==> config.mk <==
export PLATFORM = sky130hd
export DESIGN_NAME = half_duplex_uart_bit_engine
export DESIGN_NICKNAME = d
export VERILOG_FILES = /design/src/sv/hdu_pkg.sv /design/src/sv/half_duplex_uart_bit_engine.sv /design/src/sv/hdu_tx.sv /design/src/sv/hdu_rx.sv
export SDC_FILE = /design/constraint.sdc
export NUM_CORES = 1
export LEC_CHECK = 0
export BUFFER_PORTS_ARGS = -buffer_cell sky130_fd_sc_hd__buf_4
export CAP_MARGIN = 20
export CORE_MARGIN = 2
export CORE_UTILIZATION = 61
export CTS_CLUSTER_SIZE = 30
export DETAILED_ROUTE_END_ITERATION = 6
export GPL_TIMING_DRIVEN = 0
export HOLD_SLACK_MARGIN = 0.12
export PLACE_DENSITY_LB_ADDON = 0.05
export REMOVE_ABC_BUFFERS = 1
export SETUP_SLACK_MARGIN = 0.5
export SYNTH_ARGS = -nofsm -noshare
export SYNTH_HDL_FRONTEND = slang
export SYNTH_HIERARCHICAL = 1
export SYNTH_SLANG_ARGS = --single-unit
==> constraint.sdc <==
create_clock -name clock -period 3 [get_ports clock]
set_input_delay 0.6 -clock clock [delete_from_list [all_inputs] [get_ports clock]]
set_output_delay 0.6 -clock clock [all_outputs]
set_load 0.1 [all_outputs]
==> src/sv/hdu_pkg.sv <==
// ----------------------------------------------------------------------------
// hdu_pkg
// Shared types and constants for the half-duplex uart bit engine.
// ----------------------------------------------------------------------------
`default_nettype none

package hdu_pkg;

   // receive ring geometry (one slot stays empty to tell full from empty)
   localparam int RING_DEPTH = 16;
   localparam int RING_AW    = (RING_DEPTH > 1) ? $clog2(RING_DEPTH) : 1;

   // frame and field widths
   localparam int FRAME_W = 10;
   localparam int BYTE_W  = 8;
   localparam int OP_W    = 3;
   localparam int FILL_W  = 4;
   localparam int TICK_W  = 8;

   // receiver bit position codes
   localparam logic [3:0] RX_WAIT  = 4'd15;
   localparam logic [3:0] RX_FIRST = 4'd0;
   localparam logic [3:0] RX_STOP  = 4'd8;

   // host operation codes
   typedef enum logic [OP_W-1:0] {
      OP_TICK   = 3'd0,
      OP_LOAD   = 3'd1,
      OP_READ   = 3'd2,
      OP_ARM    = 3'd3,
      OP_DISARM = 3'd4
   } op_type;

   // decoded command for one transaction, valid only in its execute cycle
   typedef struct packed {
      logic tick;
      logic load;
      logic read;
      logic arm;
      logic disarm;
   } cmd_type;

endpackage : hdu_pkg

`default_nettype wire

==> src/sv/half_duplex_uart_bit_engine.sv <==
// ----------------------------------------------------------------------------
// half_duplex_uart_bit_engine
// Single-wire 8N1 uart bit engine driven by an external bit tick, with a
// receive byte ring read by the host.
// ----------------------------------------------------------------------------
//
//   channel | direction | handshake          | payload
//   --------+-----------+--------------------+-----------------------------------
//   req     | in        | req_valid/req_stall| op, line_in, tx_byte
//   rsp     | out       | rsp_valid/rsp_stall| line_out, tx_busy, rx_armed,
//           |           |                    | read_valid, read_data, overflow,
//           |           |                    | fill_level, rx_tick_count
//
// One transaction per cycle while the result is not stalled; each passes the input
// register, then the state update together with the result register.
// The limit is the single shared state update per cycle in tx and rx.
// Synchronous active-high reset idles the line high, disarms receive and
// empties the ring; ring contents are not cleared.
// A stalled result holds both the result and the engine state; the input
// register keeps accepting while the result stage is free to move.
// ----------------------------------------------------------------------------
`default_nettype none

module half_duplex_uart_bit_engine (
   input  wire logic                          clock,
   input  wire logic                          reset,
   input  wire logic                          req_valid,
   output logic                               req_stall,
   input  wire logic [hdu_pkg::OP_W-1:0]      req_op,
   input  wire logic                          req_line_in,
   input  wire logic [hdu_pkg::BYTE_W-1:0]    req_tx_byte,
   output logic                               rsp_valid,
   input  wire logic                          rsp_stall,
   output logic                               rsp_line_out,
   output logic                               rsp_tx_busy,
   output logic                               rsp_rx_armed,
   output logic                               rsp_read_valid,
   output logic [hdu_pkg::BYTE_W-1:0]         rsp_read_data,
   output logic                               rsp_overflow,
   output logic [hdu_pkg::FILL_W-1:0]         rsp_fill_level,
   output logic [hdu_pkg::TICK_W-1:0]         rsp_rx_tick_count
);

   logic                        in_valid_ff, in_valid_in;
   logic [hdu_pkg::OP_W-1:0]    in_op_ff;
   logic                        in_line_ff;
   logic [hdu_pkg::BYTE_W-1:0]  in_byte_ff;

   logic                        rsp_valid_ff, rsp_valid_in;
   logic                        rd_valid_ff;
   logic [hdu_pkg::BYTE_W-1:0]  rd_data_ff;

   logic                        advance;
   logic                        fire;
   logic                        in_load;
   hdu_pkg::cmd_type            cmd;
   logic                        tx_busy;
   logic                        rd_valid;
   logic [hdu_pkg::BYTE_W-1:0]  rd_data;

   // pipeline handshake
   assign advance     = !rsp_valid_ff || !rsp_stall;
   assign fire        = advance && in_valid_ff;
   assign req_stall   = in_valid_ff && !advance;
   assign in_load     = req_valid && !req_stall;
   assign in_valid_in = in_load ? 1'b1 : (advance ? 1'b0 : in_valid_ff);
   assign rsp_valid_in = advance ? in_valid_ff : rsp_valid_ff;

   // op decode for the executing transaction
   always_comb begin
      cmd = '0;
      if (fire) begin
         unique case (in_op_ff)
            hdu_pkg::OP_TICK:   cmd.tick   = 1'b1;
            hdu_pkg::OP_LOAD:   cmd.load   = 1'b1;
            hdu_pkg::OP_READ:   cmd.read   = 1'b1;
            hdu_pkg::OP_ARM:    cmd.arm    = 1'b1;
            hdu_pkg::OP_DISARM: cmd.disarm = 1'b1;
            default:            cmd        = '0;
         endcase
      end
   end

   // valid flags
   always_ff @(posedge clock) begin
      if (reset) begin
         in_valid_ff  <= 1'b0;
         rsp_valid_ff <= 1'b0;
      end else begin
         in_valid_ff  <= in_valid_in;
         rsp_valid_ff <= rsp_valid_in;
      end
   end

   // input payload register
   always_ff @(posedge clock) begin
      if (in_load) begin
         in_op_ff   <= req_op;
         in_line_ff <= req_line_in;
         in_byte_ff <= req_tx_byte;
      end
   end

   // read result register
   always_ff @(posedge clock) begin
      if (fire) begin
         rd_valid_ff <= rd_valid;
         rd_data_ff  <= rd_data;
      end
   end

   hdu_tx u_tx (
      .clock    (clock),
      .reset    (reset),
      .cmd      (cmd),
      .tx_byte  (in_byte_ff),
      .tx_busy  (tx_busy),
      .line_out (rsp_line_out)
   );

   hdu_rx u_rx (
      .clock      (clock),
      .reset      (reset),
      .cmd        (cmd),
      .line_in    (in_line_ff),
      .tx_busy    (tx_busy),
      .rx_armed   (rsp_rx_armed),
      .rd_valid   (rd_valid),
      .rd_data    (rd_data),
      .overflow   (rsp_overflow),
      .fill_level (rsp_fill_level),
      .tick_count (rsp_rx_tick_count)
   );

   // engine state only moves with the result register, so it is the result
   assign rsp_valid      = rsp_valid_ff;
   assign rsp_tx_busy    = tx_busy;
   assign rsp_read_valid = rd_valid_ff;
   assign rsp_read_data  = rd_data_ff;

endmodule : half_duplex_uart_bit_engine

`default_nettype wire

==> src/sv/hdu_tx.sv <==
// ----------------------------------------------------------------------------
// hdu_tx
// Transmit frame shifter: forms the 8N1 frame on load and drives one bit per
// tick onto the wire.
// ----------------------------------------------------------------------------
`default_nettype none

module hdu_tx (
   input  wire logic                          clock,
   input  wire logic                          reset,
   input  wire hdu_pkg::cmd_type              cmd,
   input  wire logic [hdu_pkg::BYTE_W-1:0]    tx_byte,
   output logic                               tx_busy,
   output logic                               line_out
);

   logic [hdu_pkg::FRAME_W-1:0] tx_shift_ff, tx_shift_in;
   logic                        tx_active_ff, tx_active_in;
   logic                        line_level_ff, line_level_in;

   // frame shift and busy control
   always_comb begin
      tx_shift_in   = tx_shift_ff;
      tx_active_in  = tx_active_ff;
      line_level_in = line_level_ff;
      if (cmd.tick && tx_active_ff) begin
         if (tx_shift_ff != '0) begin
            line_level_in = tx_shift_ff[0];
            tx_shift_in   = {1'b0, tx_shift_ff[hdu_pkg::FRAME_W-1:1]};
         end else begin
            tx_active_in = 1'b0;
         end
      end else if (cmd.load && !tx_active_ff) begin
         // stop bit, data lsb first, start bit
         tx_shift_in   = {1'b1, tx_byte, 1'b0};
         tx_active_in  = 1'b1;
         line_level_in = 1'b1;
      end
   end

   // state registers
   always_ff @(posedge clock) begin
      if (reset) begin
         tx_shift_ff   <= '0;
         tx_active_ff  <= 1'b0;
         line_level_ff <= 1'b1;
      end else begin
         tx_shift_ff   <= tx_shift_in;
         tx_active_ff  <= tx_active_in;
         line_level_ff <= line_level_in;
      end
   end

   assign tx_busy  = tx_active_ff;
   assign line_out = line_level_ff;

endmodule : hdu_tx

`default_nettype wire

==> src/sv/hdu_rx.sv <==
// ----------------------------------------------------------------------------
// hdu_rx
// Receive sampler and byte ring: collects 8N1 frames from the wire on ticks
// and queues good bytes for host reads.
// ----------------------------------------------------------------------------
`default_nettype none

module hdu_rx (
   input  wire logic                          clock,
   input  wire logic                          reset,
   input  wire hdu_pkg::cmd_type              cmd,
   input  wire logic                          line_in,
   input  wire logic                          tx_busy,
   output logic                               rx_armed,
   output logic                               rd_valid,
   output logic [hdu_pkg::BYTE_W-1:0]         rd_data,
   output logic                               overflow,
   output logic [hdu_pkg::FILL_W-1:0]         fill_level,
   output logic [hdu_pkg::TICK_W-1:0]         tick_count
);

   localparam int AW = hdu_pkg::RING_AW;
   localparam logic [AW-1:0] LAST = AW'(hdu_pkg::RING_DEPTH - 1);

   logic [hdu_pkg::BYTE_W-1:0] ring_ff [hdu_pkg::RING_DEPTH];

   logic                         rx_enable_ff, rx_enable_in;
   logic [3:0]                   bit_pos_ff, bit_pos_in;
   logic [hdu_pkg::BYTE_W-1:0]   rx_shift_ff, rx_shift_in;
   logic [AW-1:0]                head_ff, head_in;
   logic [AW-1:0]                tail_ff, tail_in;
   logic                         lost_ff, lost_in;
   logic [hdu_pkg::TICK_W-1:0]   tick_ff, tick_in;

   logic          sample;
   logic          not_empty;
   logic          ring_we;
   logic [AW-1:0] head_nx;
   logic [AW-1:0] tail_nx;
   logic [AW:0]   diff;

   // ring pointer arithmetic
   assign head_nx   = (head_ff == LAST) ? '0 : head_ff + 1'b1;
   assign tail_nx   = (tail_ff == LAST) ? '0 : tail_ff + 1'b1;
   assign not_empty = (head_ff != tail_ff);
   assign sample    = cmd.tick && !tx_busy && rx_enable_ff;

   // receiver, ring and host actions
   always_comb begin
      rx_enable_in = rx_enable_ff;
      bit_pos_in   = bit_pos_ff;
      rx_shift_in  = rx_shift_ff;
      head_in      = head_ff;
      tail_in      = tail_ff;
      lost_in      = lost_ff;
      tick_in      = tick_ff;
      ring_we      = 1'b0;
      rd_valid     = 1'b0;
      rd_data      = '0;
      if (sample) begin
         tick_in = tick_ff + 1'b1;
         if (bit_pos_ff == hdu_pkg::RX_WAIT) begin
            // hunt for the start bit
            if (!line_in) begin
               bit_pos_in  = hdu_pkg::RX_FIRST;
               rx_shift_in = '0;
            end
         end else if (bit_pos_ff >= hdu_pkg::RX_STOP) begin
            // stop phase: keep the byte only on a high stop bit
            if (line_in) begin
               if (head_nx != tail_ff) begin
                  ring_we = 1'b1;
                  head_in = head_nx;
               end else begin
                  lost_in = 1'b1;
               end
            end
            bit_pos_in = hdu_pkg::RX_WAIT;
         end else begin
            rx_shift_in = {line_in, rx_shift_ff[hdu_pkg::BYTE_W-1:1]};
            bit_pos_in  = bit_pos_ff + 1'b1;
         end
      end
      if (cmd.read && not_empty) begin
         rd_valid = 1'b1;
         rd_data  = ring_ff[tail_ff];
         tail_in  = tail_nx;
      end
      if (cmd.arm) begin
         rx_enable_in = 1'b1;
         head_in      = '0;
         tail_in      = '0;
         bit_pos_in   = hdu_pkg::RX_WAIT;
      end
      if (cmd.disarm) begin
         rx_enable_in = 1'b0;
      end
   end

   // control registers
   always_ff @(posedge clock) begin
      if (reset) begin
         rx_enable_ff <= 1'b0;
         bit_pos_ff   <= hdu_pkg::RX_WAIT;
         rx_shift_ff  <= '0;
         head_ff      <= '0;
         tail_ff      <= '0;
         lost_ff      <= 1'b0;
         tick_ff      <= '0;
      end else begin
         rx_enable_ff <= rx_enable_in;
         bit_pos_ff   <= bit_pos_in;
         rx_shift_ff  <= rx_shift_in;
         head_ff      <= head_in;
         tail_ff      <= tail_in;
         lost_ff      <= lost_in;
         tick_ff      <= tick_in;
      end
   end

   // ring storage, no reset
   always_ff @(posedge clock) begin
      if (ring_we) begin
         ring_ff[head_ff] <= rx_shift_ff;
      end
   end

   // bytes waiting, modulo ring depth
   assign diff = (head_ff >= tail_ff)
                 ? {1'b0, head_ff} - {1'b0, tail_ff}
                 : {1'b0, head_ff} + (AW+1)'(hdu_pkg::RING_DEPTH) - {1'b0, tail_ff};

   assign rx_armed   = rx_enable_ff;
   assign overflow   = lost_ff;
   assign fill_level = hdu_pkg::FILL_W'(diff);
   assign tick_count = tick_ff;

endmodule : hdu_rx

`default_nettype wire

==> qor.yml <==
htree_levels: 4
tns_ns: 0
final_antenna_net_count: 0
fmax_mhz: 410
cts_hold_buf: 0
slowest_stage: "fa_1"
wl_per_cell_um: 20.9
crit_buf_inv: 2
period_minus_slack_ns: 2.44
setup_violations: 0
period_share_pct: 81.2
finalPower_uw: 5120
worstPathRequired_ns: 2.40
crit_fanout: 8
vias_per_cell: 6.06
critPathCaptureType: "output port"
clock_path_buffers: 2
hold_end: "in_op_ff[2]"
criticalPathCategory: "reg2out"
ioPinCount: 43
rr_startpoint: "u_rx/head_ff[3]"
peakVddDrop_mv: 0.366
clock_latency_ns: 0.43
fin_util_pct: 71.3
area.growth.synth_to_final_pct: 14.6
yosys.area_share.simple_pct: 9.04
grt_setup_unrepaired: "yes"
dpl_cell_area_sq_um: 8650
antenna_cells: 0
final_cell_count_no_fill: 758
cts-buffers-inserted: 17
synth_top_family_by_area: "multiplexers"
drc: 0
drtIter0Drc: 439
synth-main-ff-cell: "edfxtp_1"
cts_tree: "yes"
synthAdderAreaFrac_pct: 2.07
grt_pass1_vias: 4760
p_switching_uw: 1080
synth.top_cell.area_share_pct: 54.5
start_util_pct: 62.2
netlist_instances: 526
ys_async_sr_fraction_pct: 0
worst_clock_skew_ns: 0.0159
grt_start_max_net_pins: 35
worstPathCellList: "inv_1, fa_1, xnor2_2, buf_6"
finalMaxSlewViolations: 0
n_fill_cell: 853
drt_pass1_iterations: 6
core-area_sq_um: 13200
path_delay_family: "adder cells"
overflow: 0
slew_headroom_pct: 33.5
worstPathArrival_ns: 1.84
combPwrFrac_pct: 2.5
finalNetCount: 598
cts.clk_slew.worst_paths_ns: 0.07
p_int_uw: 4040
rows: 42
synthXorXnorAreaFrac_pct: 2.01
gp_congestion: 0.803
hpwlAfterDp_um: 10100
seq_power_share_pct: 57.1
ys_seq_elements: 197
fin_area_sq_um: 9410
synthTopCellsByCount: "edfxtp_1, dfxtp_1, nor2_1, mux4_2, a211oi_1"
cts.sink_count: 197
antenna_found_initial: 0
outcome: "complete, no violations"
synth_seq_area_share_pct: 66.2
hp-class: "in2reg"
cap_viol_max_count: 0
synth_compound_area_share_pct: 7.26
drive_above_1_share_pct: 27.7
ys_warn_count: 6
hold_path_depth: 1
synth_most_common_cell: "edfxtp_1"
cts-root-buf: "clkbuf_16"
track_usage_pct: 23.4
synth.area.mux_share_pct: 11.0
clkPwrFrac_pct: 40.4
reg2regPathDepth: 6
tightest_slew_ns: 0.994
die_w_um: 120
rrSetupSlack_ns: 0.59
synth_edf_count: 149
p_per_area_nw_per_um2: 544
grt_pass1_wl_um: 25000
dieArea_sq_um: 14400
critical_path.max_stage_delay_ns: 0.48
p_leak_uw: 0.00332
rr_endpoint: "u_rx/ring_ff[6][2]"
p_sw_share_pct: 21.1
hp-start: "req_op[2]"
yosysUniqueCellTypes: 60
io_buffer_count: 42
syn_area_per_cell_sq_um: 15.6
wirelength_um: 15800
timing_hold_violations_final: 0
placedCellCount: 719
synth_area_leader_cell: "edfxtp_1"
num_vias: 4591
yosys-top-cells-area: "edfxtp_1, dfxtp_1, mux4_2"
synth_area_sq_um: 8210
die_h_um: 120
start_kind: "flop"
worst max-delay path by stage:
stage | cells after the start | slack, ns | from | end
2_1_floorplan | 4 | -0.31 | u_rx/head_ff[0] | rsp_fill_level[2]
3_5_place_dp | 7 | -0.30 | rsp_stall | u_rx/ring_ff[15][2]
6_report | 4 | 0.56 | u_rx/head_ff[1] | rsp_fill_level[2]
5_1_grt | 4 | 0.46 | u_rx/head_ff[1] | rsp_fill_level[2]
4_1_cts | 5 | 0.51 | u_rx/head_ff[1] | rsp_fill_level[3]
3_3_place_gp | 4 | -0.55 | flop | rsp_read_data[3]
registers in the layout, indices dropped and copies added, names as in the netlist, 3 cells and up, named ones only:
signal,cells
u_rx/tick_count,8
u_rx/bit_pos_ff,4
u_rx/head_ff,4
in_op_ff,3
u_rx/rx_shift_ff,8
u_tx/tx_shift_ff,10
rsp_read_data,8
u_rx/ring_ff,128
u_rx/tail_ff,4
in_byte_ff,8
per-stage QoR:
step	worst slack (ns)	hold slack, ns
after floorplan	-0.305	0.502
after global placement	-0.548	0.475
after detailed placement	-0.298	0.467
after CTS	0.507	0.327
after global routing	0.465	0.327
final	0.563	0.341
power by group through the flow:
stage / combinational (uW) / clock [uW] / sequential, uW
final: 130 / 2070 / 2920
after global routing: 135 / 2210 / 2930
after CTS: 130 / 2100 / 2930
after detailed placement: 130 / 0 / 2990
after global placement: 127 / 0 / 2990
after floorplan: 35.2 / 0 / 3040
repair_timing:
item                       in CTS  in global routing
pin swaps                       1                  0
gates cloned                    0                  0
gates resized for setup        30                 19
setup buffers                   7                  0
setup endpoints to repair     138                 83
layer usage:
layer	share of wire (%)	track usage [%]	up-vias	routed length [um]
li1	-	-	2128	-
met1	42	30.2	2326	6580
met2	52	39.7	119	8250
met3	4.7	4.80	18	744
met4	1.5	8.38	0	231
met5	0	0	-	0
kinds of logic after synthesis:
kind of cell | Yosys count
AO/OA/AOI/OAI | 79
XOR/XNOR | 15
adder cells (fa/ha/maj) | 13
buffers and inverters | 42
flip-flops | 197
multiplexers | 50
AND/OR/NAND/NOR | 130
cell type report:
class	instances	area (sq um)	area share (%)
Tap cell	176	220	2.34
Sequential cell	197	5460	58.0
Timing Repair Buffer	51	448	4.76
Clock buffer	19	443	4.71
Inverter	15	58.8	0.625
Multi-Input combinational cell	287	2680	28.5
Clock inverter	13	103	1.09
cells in the final DEF (no fill, tap or decap), types with 4 or more instances in the layout:
master        n
inv_1        14
ha_1         10
xnor2_1       4
clkinv_4      4
a211oi_1     24
nor3b_1       5
nor2_1       37
a31oi_1       5
nand2_1      23
dfxtp_4       4
nand3_1       7
mux4_2       32
xor2_1        8
and3_4       15
a22oi_1       8
a21oi_1      12
edfxtp_1    149
dfxtp_1      40
a311oi_1      4
clkinvlp_4    6
o21ai_0       6
clkbuf_16    17
dfxtp_2       4
a211o_1       4
buf_4        45
nor2b_1      10
mux2i_1      18
Note: power is estimated with default switching activity, not from simulation.
